[config.mk]
export PLATFORM = sky130hd
export DESIGN_NAME = upsc_back
export DESIGN_NICKNAME = d
export VERILOG_FILES = /design/src/hdl/upsc_pkg.sv /design/src/hdl/upsc_back.sv
export SDC_FILE = /design/constraint.sdc
export NUM_CORES = 1
export LEC_CHECK = 0
export ABC_AREA = 1
export BUFFER_PORTS_ARGS = -buffer_cell sky130_fd_sc_hd__buf_4
export CORE_MARGIN = 5
export CORE_UTILIZATION = 40
export DETAILED_ROUTE_END_ITERATION = 8
export GPL_ROUTABILITY_DRIVEN = 0
export PLACE_DENSITY_LB_ADDON = 0.25
export REMOVE_ABC_BUFFERS = 1
export SLEW_MARGIN = 20
export SYNTH_ARGS = -nofsm -noshare
export SYNTH_HDL_FRONTEND = slang
export SYNTH_SLANG_ARGS = --single-unit
[constraint.sdc]
create_clock -name aclk -period 24.6 [get_ports aclk]
set_clock_uncertainty 0.05 [all_clocks]
set_input_delay 2.46 -clock aclk [delete_from_list [all_inputs] [get_ports aclk]]
set_output_delay 2.46 -clock aclk [all_outputs]
set_load 0.01 [all_outputs]
[src/hdl/upsc_pkg.sv]
// ----------------------------------------------------------------------------
// upsc_pkg: shared types and constants of the Scale2x/Scale3x upscaler
// Register indexes, reset values and the tag that travels with each block.
// ----------------------------------------------------------------------------
package upsc_pkg;

    localparam int DEF_MAX_WIDTH  = 1024;
    localparam int DEF_MAX_HEIGHT = 1024;
    localparam int DEF_PIXEL_BITS = 32;

    localparam int CFG_DATA_W  = 11;
    localparam int CFG_INDEX_W = 2;
    localparam int COORD_W     = 12;
    localparam int QUEUE_DEPTH = 4;

    localparam logic [CFG_INDEX_W-1:0] CFG_FRAME_WIDTH  = 2'd0;
    localparam logic [CFG_INDEX_W-1:0] CFG_FRAME_HEIGHT = 2'd1;
    localparam logic [CFG_INDEX_W-1:0] CFG_SCALE_MODE   = 2'd2;

    localparam logic [CFG_DATA_W-1:0] RST_FRAME_WIDTH  = 11'd320;
    localparam logic [CFG_DATA_W-1:0] RST_FRAME_HEIGHT = 11'd240;
    localparam logic                  RST_SCALE_MODE   = 1'b0;

    // one output block to expand: source coordinates and end markers
    typedef struct packed {
        logic [COORD_W-1:0] sx;
        logic [COORD_W-1:0] sy;
        logic               last;
        logic               done;
    } blk_tag_t;

    localparam int TAG_W = $bits(blk_tag_t);

endpackage

[src/hdl/upsc_back.sv]
// ----------------------------------------------------------------------------
// upsc_back: block expander
// Applies the Scale2x/Scale3x rules to one window and walks the 2x2 or 3x3
// block out in raster order through a registered output word.
// ----------------------------------------------------------------------------
module upsc_back
    import upsc_pkg::*;
#(
    parameter int PIXEL_BITS = DEF_PIXEL_BITS
) (
    input  logic                       aclk,
    input  logic                       aresetn,
    input  logic                       scale_mode,
    input  logic                       q_valid,
    output logic                       q_ready,
    input  logic [8:0][PIXEL_BITS-1:0] q_win,
    input  blk_tag_t                   q_tag,
    output logic                       m_tvalid,
    input  logic                       m_tready,
    output logic [55:0]                m_tdata,
    output logic                       m_tlast,
    output logic                       m_tuser
);

    logic                       h_vld_reg;
    logic [8:0][PIXEL_BITS-1:0] h_win_reg;
    blk_tag_t                   h_tag_reg;
    logic [1:0]                 r_reg, k_reg;

    logic                  o_vld_reg, o_last_reg, o_done_reg;
    logic [PIXEL_BITS-1:0] o_pix_reg;
    logic [COORD_W-1:0]    o_x_reg, o_y_reg;

    logic [PIXEL_BITS-1:0] a, b, c, d, e, f, g, h, i, pix;
    logic [PIXEL_BITS-1:0] blk2 [4];
    logic [PIXEL_BITS-1:0] blk3 [9];
    logic                  act, emit, blk_end, k_end;
    logic [1:0]            top;
    logic [3:0]            idx3;
    logic [COORD_W-1:0]    xs, ys;

    always_comb begin
        {i, h, g, f, e, d, c, b, a} = h_win_reg;
        act = (b != h) && (d != f);
        blk2[0] = (act && d == b) ? d : e;
        blk2[1] = (act && b == f) ? f : e;
        blk2[2] = (act && d == h) ? d : e;
        blk2[3] = (act && h == f) ? f : e;
        blk3[0] = blk2[0];
        blk3[1] = (act && ((d == b && e != c) || (b == f && e != a))) ? b : e;
        blk3[2] = blk2[1];
        blk3[3] = (act && ((d == b && e != g) || (d == h && e != a))) ? d : e;
        blk3[4] = e;
        blk3[5] = (act && ((b == f && e != i) || (h == f && e != c))) ? f : e;
        blk3[6] = blk2[2];
        blk3[7] = (act && ((d == h && e != i) || (h == f && e != g))) ? h : e;
        blk3[8] = blk2[3];
        idx3 = (4'(r_reg) << 1) + 4'(r_reg) + 4'(k_reg);
        pix  = scale_mode ? blk3[idx3] : blk2[{r_reg[0], k_reg[0]}];
        top  = scale_mode ? 2'd2 : 2'd1;
        xs   = scale_mode ? (h_tag_reg.sx << 1) + h_tag_reg.sx : h_tag_reg.sx << 1;
        ys   = scale_mode ? (h_tag_reg.sy << 1) + h_tag_reg.sy : h_tag_reg.sy << 1;
    end

    assign emit    = h_vld_reg && (!o_vld_reg || m_tready);
    assign k_end   = (k_reg == top);
    assign blk_end = k_end && (r_reg == top);
    assign q_ready = !h_vld_reg || (emit && blk_end);

    always_ff @(posedge aclk) begin
        if (!aresetn) begin
            h_vld_reg <= 1'b0;
            r_reg     <= '0;
            k_reg     <= '0;
        end else if (q_ready) begin
            h_vld_reg <= q_valid;
            r_reg     <= '0;
            k_reg     <= '0;
        end else if (emit) begin
            k_reg <= k_end ? 2'd0 : k_reg + 1'b1;
            if (k_end) begin
                r_reg <= r_reg + 1'b1;
            end
        end
    end

    always_ff @(posedge aclk) begin
        if (q_ready && q_valid) begin
            h_win_reg <= q_win;
            h_tag_reg <= q_tag;
        end
    end

    // output word register
    always_ff @(posedge aclk) begin
        if (!aresetn) begin
            o_vld_reg <= 1'b0;
        end else if (emit) begin
            o_vld_reg <= 1'b1;
        end else if (m_tready) begin
            o_vld_reg <= 1'b0;
        end
    end

    always_ff @(posedge aclk) begin
        if (emit) begin
            o_pix_reg  <= pix;
            o_x_reg    <= xs + COORD_W'(k_reg);
            o_y_reg    <= ys + COORD_W'(r_reg);
            o_last_reg <= blk_end && h_tag_reg.last;
            o_done_reg <= blk_end && h_tag_reg.done;
        end
    end

    assign m_tvalid = o_vld_reg;
    assign m_tdata  = {o_y_reg, o_x_reg, 32'(o_pix_reg)};
    assign m_tlast  = o_last_reg;
    assign m_tuser  = o_done_reg;

endmodule

==> results.py <==
metrics = {
    "yosys": {
        "synth-edff-count": 372,
        "synth-simple-area-share": 0.344,
        "synth_top_area_share": 0.433,
        "netlist_top_cells_count": "nand2_1 (1401), nand3_1 (460), edfxtp_1 (372)",
        "synth_area_leaders": "edfxtp_1 (43%), nand2_1 (20%), nand3_1 (8.9%), xnor2_1 (3.8%), inv_1 (3.8%)",
        "muxShareOfSynthArea": 0,
        "synth_area_mm2": 0.0258,
        "synth.avg_cell_area_um2": 7.30,
        "yosysTopAreaCell": "edfxtp_1",
        "yosysMostFrequentCell": "nand2_1",
        "synth_compound_area_frac": 0.0617,
        "synth.ff_latch_count": 378,
        "synthAdderAreaFrac": 0.0178,
        "synth_top_family_by_area": "simple AND/OR/NAND/NOR gates",
        "ys_warn_count": 0,
        "syn_inst": 3532,
        "synthXorXnorAreaFrac": 0.0557,
        "yosysSeqAreaShare": 0.438,
        "ys_types": 41,
        "async_flop_share": 0,
        "ys.flop_type": "edfxtp_1",
    },
    "sta": {
        "fin_setup_tns_ns": 0,
        "worst_pin_slew_ns": 1.16,
        "rsz0062_at_grt": "false",
        "min_period_ns": 6.43,
        "max_slew_margin": 0.222,
        "finalCritPeriodShare": 0.261,
        "clock.fmax_mhz": 156,
        "slew_viol_final": 0,
        "hold_viol": 0,
        "setup_viol": 0,
    },
    "routing": {
        "drt_iter0_markers": 2627,
        "routed_via_density": 5.21,
        "vias": 24455,
        "finalWirelength_um": 88500,
        "dr.pass1.iters": 6,
        "antenna_left": 0,
        "wl_per_cell_um": 18.8,
        "drc": 0,
    },
    "critical_path": {
        "cp_slowest_cell": "buf_4",
        "crit_path_end_kind": "output pin",
        "crit_required_ns": 22.09,
        "cp_max_fo": 42,
        "cp.arrival_ns": 3.92,
        "slowest_delay_ns": 0.42,
        "regToRegSetupSlack_ns": 19.77,
        "rr_startpoint": "d[23]",
        "crit_family": "buffers and inverters",
        "crit_type": "input port to output pin",
        "critPathBufInv": 3,
        "regToRegEndpoint": "o_pix_reg[19]",
        "reg2regPathDepth": 18,
        "crit_chain": "buf_4, inv_1, nand3_1, nand2_1, nand3_1, nand2_1, buf_4",
        "worst_setup_path_start_kind": "input port",
    },
    "floorplan": {
        "die_h_um": 264,
        "core_mm2": 0.0641,
        "initial_utilization": 0.402,
        "die_area_mm2": 0.0696,
        "ios": 379,
        "die_x_um": 264,
        "row_count": 93,
    },
    "global_route": {
        "grtUsageMet1": 0.318,
        "track_usage": 0.243,
        "grt_pass1_vias": 22694,
        "grt_max_degree": 83,
        "grt.overflow.total": 0,
        "grt_use_met2": 0.387,
        "busiest_layer": "met2",
        "antenna_found_initial": 9,
        "grt_pass1_wl_um": 133000,
        "grt_use_met3": 0.0551,
    },
    "cts": {
        "cts_root_buffer": "clkbuf_16",
        "cts_setup_buffers": 0,
        "cts.sinks": 378,
        "cts_hold_buf": 0,
        "cts_buffer_depth": 3,
        "cts_tree": "done",
        "clkTransAtPathRegs_ns": 0.06,
        "insertion_delay_ns": 0.61,
        "cts_made_buffers": 46,
        "ctsHtreeMaxLevel": 2,
        "ctsResizeCount": 0,
    },
    "cells_and_area": {
        "drive_gt1_frac": 0.149,
        "final_nets": 4150,
        "synthToLayoutAreaGrowth_pct": 18.3,
        "instances_no_fill": 4696,
    },
    "power": {
        "power.total_uw": 1700,
        "combPwrFrac": 0.149,
        "clockPowerShare": 0.386,
        "pwr-share-seq": 0.465,
        "sw_frac_of_total": 0.270,
        "worst_ir_drop_vdd_uv": 45.9,
        "p_sw_uw": 461,
        "p_int_uw": 1240,
        "power.density_mw_per_mm2": 55.8,
        "p_leak_uw": 0.0141,
    },
    "run": {
        "max-cap-violations": 0,
    },
    "place": {
        "dp_hpwl_um": 59900,
        "portBuffers": 378,
        "dp.cells": 4605,
    },
    "status": {
        "status": "finished clean",
    },
    "hold_path": {
        "worstHoldPathCells": 2,
        "hold_end": "m_tvalid",
        "min_path_type": "flip-flop to flip-flop",
        "min-delay-start": "m_tvalid",
    },
}
-- worst min-delay path: stages (launching register included) --
cell     delay (ns)
dfxtp_1        0.31
nand2_1        0.09
a21oi_1        0.06
-- metrics by stage --
step / setup WS, ns / cell area, um^2 / utilization / hold WS, ns
after CTS: 18.16 / 30500 / 0.476 / 0.452
after global placement: 18.16 / 29100 / 0.453 / 0.435
after detailed placement: 18.16 / 29100 / 0.453 / 0.444
final: 18.17 / 30500 / 0.476 / 0.454
after global routing: 18.05 / 30500 / 0.476 / 0.468
after floorplan: 6.29 / 24900 / - / 0.450
-- final cells by class --
cell class / instances / area, um^2
fillers: 6333 / 33600
diodes: 8 / 20.0
well taps: 855 / 1070
inverters: 332 / 1250
multi-input cells: 2635 / 12400
clock inverters: 27 / 250
flip-flops and latches: 378 / 11300
repair buffers: 405 / 3040
clock buffers: 56 / 1190
-- layout by cell type, fill, tap and decap left out, types with 4 or more instances in the layout --
cell type,synthesis,layout
xor2_1,51,51
edfxtp_1,372,372
nand2_1,1401,1401
xnor2_1,113,113
inv_6,0,5
clkinv_2,0,7
nor3_1,14,14
nand2_2,10,10
a21oi_1,105,105
dfxtp_1,6,4
clkbuf_1,60,10
inv_2,63,67
inv_1,262,261
o21ai_1,69,69
clkinv_1,7,10
ha_1,27,25
nand4_1,43,43
nand3_1,460,460
clkbuf_16,0,46
buf_4,2,405
o21ai_0,70,70
nor2_1,199,198
o211ai_1,37,37
fa_1,6,6
diode_2,0,8
clkinv_4,0,4
-- how the worst max path moves through the flow --
| stage | slack, ns | end | start | cells past startpoint |
|---|---|---|---|---|
| after CTS | 18.16 | q_ready | scale_mode | 7 |
| final | 18.17 | q_ready | scale_mode | 7 |
| after global routing | 18.05 | q_ready | scale_mode | 7 |
| after global placement | 18.16 | q_ready | scale_mode | 7 |
| after detailed placement | 18.16 | q_ready | scale_mode | 7 |
| after floorplan | 6.29 | a[0] | m_tready | 8 |
-- kinds of logic after synthesis --
| family | Yosys count |
|---|---|
| compound gates | 293 |
| flops | 378 |
| fa+ha+maj | 33 |
| xor+xnor | 164 |
| buf+inv | 519 |
| simple gates | 2145 |
-- power by group through the flow --
stage	Sequential (uW)	Clock (uW)	Combinational (uW)
6_report	793	657	254
5_1_grt	798	696	287
3_3_place_gp	806	0	251
3_5_place_dp	806	0	253
2_1_floorplan	813	0	153
4_1_cts	793	672	254
-- per-layer routing --
layer  vias up  routed length, um
met5         -                  7
met4         2               4390
met3       239               9060
met2      1193              39500
met1     10975              35600
li1      12046                  -
No activity file was read; power rests on OpenSTA's default activity.
