===== config.mk =====
export PLATFORM = sky130hd
export DESIGN_NAME = upsc_queue
export DESIGN_NICKNAME = d
export VERILOG_FILES = /design/src/hdl/upsc_pkg.sv /design/src/hdl/upsc_queue.sv
export SDC_FILE = /design/constraint.sdc
export NUM_CORES = 1
export LEC_CHECK = 0
export ABC_AREA = 1
export ABC_CLOCK_PERIOD_IN_PS = 1800
export BUFFER_PORTS_ARGS = -buffer_cell sky130_fd_sc_hd__buf_4
export CORE_UTILIZATION = 56
export DETAILED_ROUTE_END_ITERATION = 10
export GPL_TIMING_DRIVEN = 0
export PLACE_DENSITY = 0.86
export SLEW_MARGIN = 5
export SYNTH_ARGS = -nofsm -noshare
export SYNTH_HDL_FRONTEND = slang
export SYNTH_SLANG_ARGS = --single-unit

===== constraint.sdc =====
create_clock -name aclk -period 1.8 [get_ports aclk]
set_input_delay 0.36 -clock aclk [delete_from_list [all_inputs] [get_ports aclk]]
set_output_delay 0.36 -clock aclk [all_outputs]
set_load 0.05 [all_outputs]

===== src/hdl/upsc_pkg.sv =====
// ----------------------------------------------------------------------------
// upsc_pkg: shared types and constants of the Scale2x/Scale3x upscaler
// Register indexes, reset values and the tag that travels with each block.
// ----------------------------------------------------------------------------
package upsc_pkg;

    localparam int DEF_MAX_WIDTH  = 1024;
    localparam int DEF_MAX_HEIGHT = 1024;
    localparam int DEF_PIXEL_BITS = 32;

    localparam int CFG_DATA_W  = 11;
    localparam int CFG_INDEX_W = 2;
    localparam int COORD_W     = 12;
    localparam int QUEUE_DEPTH = 4;

    localparam logic [CFG_INDEX_W-1:0] CFG_FRAME_WIDTH  = 2'd0;
    localparam logic [CFG_INDEX_W-1:0] CFG_FRAME_HEIGHT = 2'd1;
    localparam logic [CFG_INDEX_W-1:0] CFG_SCALE_MODE   = 2'd2;

    localparam logic [CFG_DATA_W-1:0] RST_FRAME_WIDTH  = 11'd320;
    localparam logic [CFG_DATA_W-1:0] RST_FRAME_HEIGHT = 11'd240;
    localparam logic                  RST_SCALE_MODE   = 1'b0;

    // one output block to expand: source coordinates and end markers
    typedef struct packed {
        logic [COORD_W-1:0] sx;
        logic [COORD_W-1:0] sy;
        logic               last;
        logic               done;
    } blk_tag_t;

    localparam int TAG_W = $bits(blk_tag_t);

endpackage


===== src/hdl/upsc_queue.sv =====
// ----------------------------------------------------------------------------
// upsc_queue: short block queue between front and back
// Register FIFO; lets the front run ahead while the output stalls.
// ----------------------------------------------------------------------------
module upsc_queue
    import upsc_pkg::*;
#(
    parameter int DATA_W = 8
) (
    input  logic              aclk,
    input  logic              aresetn,
    input  logic              wr_valid,
    output logic              wr_ready,
    input  logic [DATA_W-1:0] wr_data,
    output logic              rd_valid,
    input  logic              rd_ready,
    output logic [DATA_W-1:0] rd_data
);

    localparam int PW = $clog2(QUEUE_DEPTH);

    logic [DATA_W-1:0] slot_reg [QUEUE_DEPTH];
    logic [PW-1:0]     wp_reg, rp_reg;
    logic [PW:0]       cnt_reg;
    logic              wr, rd;

    assign wr_ready = (cnt_reg != (PW+1)'(QUEUE_DEPTH));
    assign rd_valid = (cnt_reg != '0);
    assign rd_data  = slot_reg[rp_reg];
    assign wr       = wr_valid && wr_ready;
    assign rd       = rd_valid && rd_ready;

    always_ff @(posedge aclk) begin
        if (!aresetn) begin
            wp_reg  <= '0;
            rp_reg  <= '0;
            cnt_reg <= '0;
        end else begin
            if (wr) begin
                wp_reg <= wp_reg + 1'b1;
            end
            if (rd) begin
                rp_reg <= rp_reg + 1'b1;
            end
            case ({wr, rd})
                2'b10:   cnt_reg <= cnt_reg + 1'b1;
                2'b01:   cnt_reg <= cnt_reg - 1'b1;
                default: cnt_reg <= cnt_reg;
            endcase
        end
    end

    always_ff @(posedge aclk) begin
        if (wr) begin
            slot_reg[wp_reg] <= wr_data;
        end
    end

endmodule


==> impl_metrics.py, run 1 <==
metrics = {
    "routing": {
        "ant_nets": 0,
        "vias": 1135,
        "drt_iter0_markers": 38,
        "vias_per_cell": 5.405,
        "drt_wl_total_um": 3167,
        "drt_pass1_iterations": 8,
        "drc_errors": 4,
        "wire_per_inst_um": 15.08,
    },
    "timing": {
        "worst_slew_pin_slew_ps": 799.4,
        "skew_ps": 10.28,
        "min_period_ps": 1746,
        "fmax_mhz": 572.7,
        "slew_headroom": 0.4651,
        "period_share": 0.9701,
        "fin_ws_ps": 53.87,
        "rsz0062_at_grt": "true",
        "finalSetupViolations": 0,
        "hold_violations": 0,
        "slew_violations": 0,
    },
    "yosys": {
        "synth_area_mm2": 0.001693,
        "synth_edf_count": 32,
        "synth-seq-area-share": 0.6741,
        "ys_ff_latch": 41,
        "synth_warnings": 0,
        "synth_cells": 144,
        "async_reset_ff_frac": 0,
        "syn_nets": 162,
        "avgSynthCellArea_um2": 11.76,
        "synth_common_cells": "32 x edfxtp_1, 22 x nor2_1, 17 x inv_1",
        "ys.flop_type": "edfxtp_1",
        "yosysTopAreaCell": "edfxtp_1",
        "yosys.cell_types.count": 19,
        "synth_top_area_frac": 0.5676,
        "yosys-top-cells-area": "edfxtp_1 57%, dfxtp_1 11%, nor2_1 4.9%",
        "synth.most_common_cell": "edfxtp_1",
    },
    "placement": {
        "dpl_cell_area_mm2": 0.001899,
        "dp.final_hpwl_um": 2243,
        "place_ws_ps": -36.53,
        "portBuffers": 21,
        "gp_congestion": 0.7319,
    },
    "setup_path": {
        "path_class": "flop to output port",
        "cp.required_ps": 1440,
        "reg2reg_from": "cnt_reg[2]",
        "slowest_stage": "dfxtp_4",
        "cp.arrival_ps": 1390,
        "crit_chain": "inv_6, buf_8, nor2_2, o22ai_2, buf_4",
        "r2r_cells": 5,
        "endpoint_kind": "output port",
        "rrSetupSlack_ps": 100,
        "cp_top_family": "buffers and inverters",
        "max_stage_delay_ps": 400,
        "path_max_fanout": 8,
        "crit_buf_inv": 3,
        "start_kind": "flop",
        "r2r-end": "slot_reg[3][1]",
    },
    "floorplanning": {
        "io-pin-count": 22,
        "die_width_um": 56.98,
        "core_region_area_mm2": 0.002805,
        "initial_utilization": 0.6035,
        "fp-row-count": 19,
        "fp.dieArea_mm2": 0.003247,
        "die_h_um": 56.98,
    },
    "cells_and_area": {
        "synthToLayoutAreaGrowth_pct": 22.84,
        "largest_reg_flops": 32,
        "antenna_cells": 0,
        "final_nets": 196,
        "design_area_mm2": 0.002079,
        "drive_gt1_frac": 0.3352,
    },
    "global_routing": {
        "grt_pass1_vias": 1137,
        "grt_max_degree": 13,
        "grtUsageMet2": 0.4084,
        "use_met3": 0.04989,
        "grt_pass1_wl_um": 5154,
        "overflow": 0,
        "grt_busiest_layer": "met2",
        "antenna_found_initial": 0,
        "track_usage": 0.2169,
        "gr-usage-met1": 0.2449,
    },
    "run_status": {
        "violations": "design-rule violations",
        "outcome": "finished, violations left",
    },
    "min_path": {
        "timing.hold.worst_endpoint": "slot_reg[3][4]",
        "worstHoldPathCells": 1,
        "worstHoldStart": "wr_data[4]",
        "min_path_type": "input port to flop",
    },
    "clock_network": {
        "clk_pin_slew_worst_paths_ps": 120,
        "cts_root_buf": "clkbuf_4",
        "clkSinkCount": 41,
        "cts_tree": "built",
        "h-tree-depth": 2,
        "cts_buffers": 5,
        "clock_latency_ps": 340,
        "clock_path_buffers": 2,
    },
    "pwr": {
        "power_density_mw_per_mm2": 1471,
        "leakage_nw": 0.8168,
        "peakVddDrop_v": 0.001134,
    },
    "run": {
        "maxCapViolCount": 0,
    },
}
==> logic make-up (layout without fill, tap and decap cells) <==
kind of cell	count (synthesis)	count (layout)	synth area share
AO/OA/AOI/OAI	31	31	0.1020
buffers and inverters	20	55	0.05321
flip-flops	41	41	0.6741
adder cells (fa/ha/maj)	6	6	0.04878
AND/OR/NAND/NOR	46	46	0.1219
==> per-layer routing <==
metal	share of wire	vias to the layer above
met1	0.38	540
met3	0.043	5
met2	0.56	29
li1	-	561
met5	0	-
met4	0.0092	0
==> power breakdown <==
group	switching, W	internal [W]	total [W]	leakage (nW)
combinational	0.000884	0.000470	0.00135	0.411
sequential	0.0000949	0.00116	0.00125	0.370
clock	0.000268	0.000184	0.000452	0.0357
==> repair_timing <==
item,4_1_cts,5_1_grt
endpoints found under the setup margin,9,10
hold buffers,0,0
gates resized for setup,10,12
cloned,0,1
pin swaps,0,5
setup buffers,1,4
==> worst max path at each step <==
stage / from / endpoint / slack [ps] / cells past startpoint
4_1_cts: cnt_reg[1] / cnt_reg[2] / 4 / 12
5_1_grt: flop / rd_data[4] / -40 / 5
2_1_floorplan: cnt_reg[2] / cnt_reg[2] / 30 / 13
3_3_place_gp: cnt_reg[2] / cnt_reg[2] / 110 / 13
6_report: flop / rd_data[7] / 50 / 5
3_5_place_dp: cnt_reg[2] / cnt_reg[2] / -40 / 13
==> metrics by stage <==
step                      hold slack (ps)  TNS, ps  total power, W  std cells    util
after global placement              481.9        0        0.002380        196  0.6771
after floorplan                     458.9        0        0.002106        144       -
after CTS                           215.6        0        0.002948        205  0.7105
after detailed placement            500.5   -36.53        0.002461        196  0.6771
final                               216.4        0        0.003059        210  0.7413
after global routing                196.7   -61.67        0.003227        210  0.7413
==> cells in the final DEF, fill, tap and decap left out, types with 3 or more instances in the layout <==
master,instances
edfxtp_1,32
buf_4,25
nor2_1,22
inv_1,15
o21ai_0,14
nand2_1,11
o22ai_1,6
clkbuf_4,5
a21oi_1,4
nand3_1,4
ha_1,4
dfxtp_1,4
nand2_4,3
nor2_2,3
dfxtp_4,3
==> final cells by class <==
cell class              instances  area (µm²)
fillers                       186       725.7
multi-input cells              83       500.5
flip-flops and latches         41        1155
well taps                      31       38.79
inverters                      18       75.07
clock buffers                   6       51.30
repair buffers                 27       224.0
plain buffers                   2       26.28
clock inverters                 2       8.758
(Power assumes the default switching activity.)
==> run 2: changes to the inputs <==
--- a/config.mk
+++ b/config.mk
@@ -8,9 +8,11 @@
 export ABC_AREA = 1
 export ABC_CLOCK_PERIOD_IN_PS = 1800
 export BUFFER_PORTS_ARGS = -buffer_cell sky130_fd_sc_hd__buf_4
+export CORE_ASPECT_RATIO = 1.25
 export CORE_UTILIZATION = 56
 export DETAILED_ROUTE_END_ITERATION = 10
 export GPL_TIMING_DRIVEN = 0
+export MAX_ROUTING_LAYER = met4
 export PLACE_DENSITY = 0.86
 export SLEW_MARGIN = 5
 export SYNTH_ARGS = -nofsm -noshare
==> run 2 against run 1 <==
The flow finishes with violations (negative setup slack). Critical path depth is 1 lower. Final cell count is 0.95% higher. Sequential power hardly changed. Sequential share of layout area is 2.6 points lower. Via count is 2.4% higher. Power is 11% higher. Wire length is 11% higher. Non-clock buffer count is 1 lower. Clock skew is 3.1 ps higher. Fmax is 5.0% lower. Worst hold slack worse by 38 ps. Count of clock-buffer cells in the layout stayed put. Critical endpoint is now rd_data[0].
==> impl_metrics.py, run 2 (same netlist as run 1, synthesis figures left out) <==
metrics = {
    "min_path": {
        "min_path_type": "input port to flop",
        "worstHoldStart": "wr_data[3]",
        "timing.hold.worst_endpoint": "slot_reg[0][3]",
        "worstHoldPathCells": 1,
    },
    "timing": {
        "slew_headroom": 0.4567,
        "hold_violations": 0,
        "fin_ws_ps": -38.78,
        "rsz0062_at_grt": "true",
        "skew_ps": 13.42,
        "period_share": 1.022,
        "whs_ps": 178.5,
        "worst_slew_pin_slew_ps": 812.0,
        "finalSetupViolations": 5,
        "fin_tns_setup_ps": -77.58,
        "slew_violations": 0,
        "fmax_mhz": 543.8,
        "min_period_ps": 1839,
    },
    "setup_path": {
        "endpoint_kind": "output port",
        "slowest_stage": "dfxtp_4",
        "path_class": "flop to output port",
        "cp.arrival_ps": 1480,
        "start_kind": "flop",
        "reg2reg_from": "cnt_reg[0]",
        "crit_chain": "buf_6, o21ai_1, o22ai_1, buf_4",
        "r2r-end": "cnt_reg[2]",
        "max_stage_delay_ps": 460,
        "r2r_cells": 12,
        "cp.required_ps": 1440,
        "path_max_fanout": 5,
        "rrSetupSlack_ps": 100,
    },
    "global_routing": {
        "grt_pass1_vias": 1185,
        "overflow": 0,
        "grt_max_degree": 15,
        "antenna_found_initial": 0,
        "track_usage": 0.2390,
        "grt_pass1_wl_um": 5078,
    },
    "routing": {
        "drt_iter0_markers": 46,
        "vias_per_cell": 5.481,
        "drt_pass1_iterations": 4,
        "drt_wl_total_um": 3501,
        "wire_per_inst_um": 16.51,
        "ant_nets": 0,
        "drc_errors": 0,
        "vias": 1162,
    },
    "clock_network": {
        "h-tree-depth": 2,
        "cts_tree": "built",
        "cts_hold_buf": 0,
        "clk_pin_slew_worst_paths_ps": 130,
        "clkSinkCount": 41,
        "cts_root_buf": "clkbuf_4",
        "clock_path_buffers": 2,
        "cts_buffers": 5,
        "clock_latency_ps": 370,
    },
    "floorplanning": {
        "die_width_um": 51.18,
        "die_h_um": 63.47,
        "fp.dieArea_mm2": 0.003248,
        "initial_utilization": 0.6078,
        "io-pin-count": 22,
        "fp-row-count": 21,
        "core_region_area_mm2": 0.002785,
    },
    "cells_and_area": {
        "largest_reg_flops": 32,
        "layout_commonest_cell": "edfxtp_1",
        "drive_gt1_frac": 0.3708,
        "antenna_cells": 0,
        "design_area_mm2": 0.002176,
        "final_util": 0.7812,
        "layout_common_cells": "32 x edfxtp_1, 20 x buf_4, 19 x nor2_1, 15 x inv_1, 12 x nand2_1",
        "synthToLayoutAreaGrowth_pct": 28.53,
        "fillers": 188,
        "final_nets": 195,
    },
    "run": {
        "maxCapViolCount": 0,
    },
    "placement": {
        "dpl_cell_area_mm2": 0.001903,
        "dp.final_hpwl_um": 2155,
        "portBuffers": 21,
        "gp_congestion": 0.7341,
    },
    "run_status": {
        "violations": "negative setup slack",
        "outcome": "finished, violations left",
    },
    "pwr": {
        "finalPower_w": 0.003388,
        "power_density_mw_per_mm2": 1557,
        "peakVddDrop_v": 0.001168,
        "leakage_nw": 0.8442,
    },
}
==> run 2: power breakdown <==
group,internal [W],leakage (nW),switching (W)
logic,0.000519,0.420,0.000907
registers,0.00115,0.370,0.000110
clock network,0.000381,0.0540,0.000317
total,0.00205,0.844,0.00133
==> run 2: layer usage <==
metal	wire length [µm]	part of all wire	GRT usage
met4	110	0.031	0.1701
met1	1297	0.37	0.2162
met5	0	0	-
met2	1885	0.54	0.3931
met3	208	0.059	0.09420
==> run 2: critical path, delay by kind of cell, from the launching register on <==
kind	cells	cell delay, ps
DFF	1	460
buffers and inverters	2	370
AOI/OAI and AO/OA	2	270
==> run 2: cell type report <==
cell class / count / area (µm²) / area share
Inverter: 18 / 77.57 / 0.03565
Timing Repair Buffer: 26 / 245.2 / 0.1127
Tap cell: 34 / 42.54 / 0.01955
Multi-Input combinational cell: 83 / 526.8 / 0.2421
Clock inverter: 2 / 38.79 / 0.01783
Sequential cell: 41 / 1152 / 0.5296
Buffer: 2 / 30.03 / 0.01380
Clock buffer: 6 / 62.56 / 0.02875
==> run 2: stage by stage <==
step | instances | worst slack, ps
after detailed placement | 199 | -35.06
after global placement | 199 | 95.77
after CTS | 210 | 9.672
final | 212 | -38.78
after global routing | 212 | -89.79
after floorplan | 144 | 29.68
==> run 2: repair_timing <==
item | CTS | global route
setup endpoints to repair | 9 | 9
buffers inserted | 3 | 0
pin swaps | 0 | 12
cloned | 0 | 2
hold endpoints to repair | 0 | 0
gates resized for setup | 10 | 29
==> run 2: worst max path at each step <==
| stage | start | end | slack, ps |
|---|---|---|---|
| final | flop | rd_data[0] | -40 |
| after global placement | cnt_reg[2] | cnt_reg[2] | 100 |
| after detailed placement | cnt_reg[2] | cnt_reg[2] | -40 |
| after global routing | flop | rd_data[3] | -90 |
| after floorplan | cnt_reg[2] | cnt_reg[2] | 30 |
| after CTS | flop | rd_data[7] | 10 |
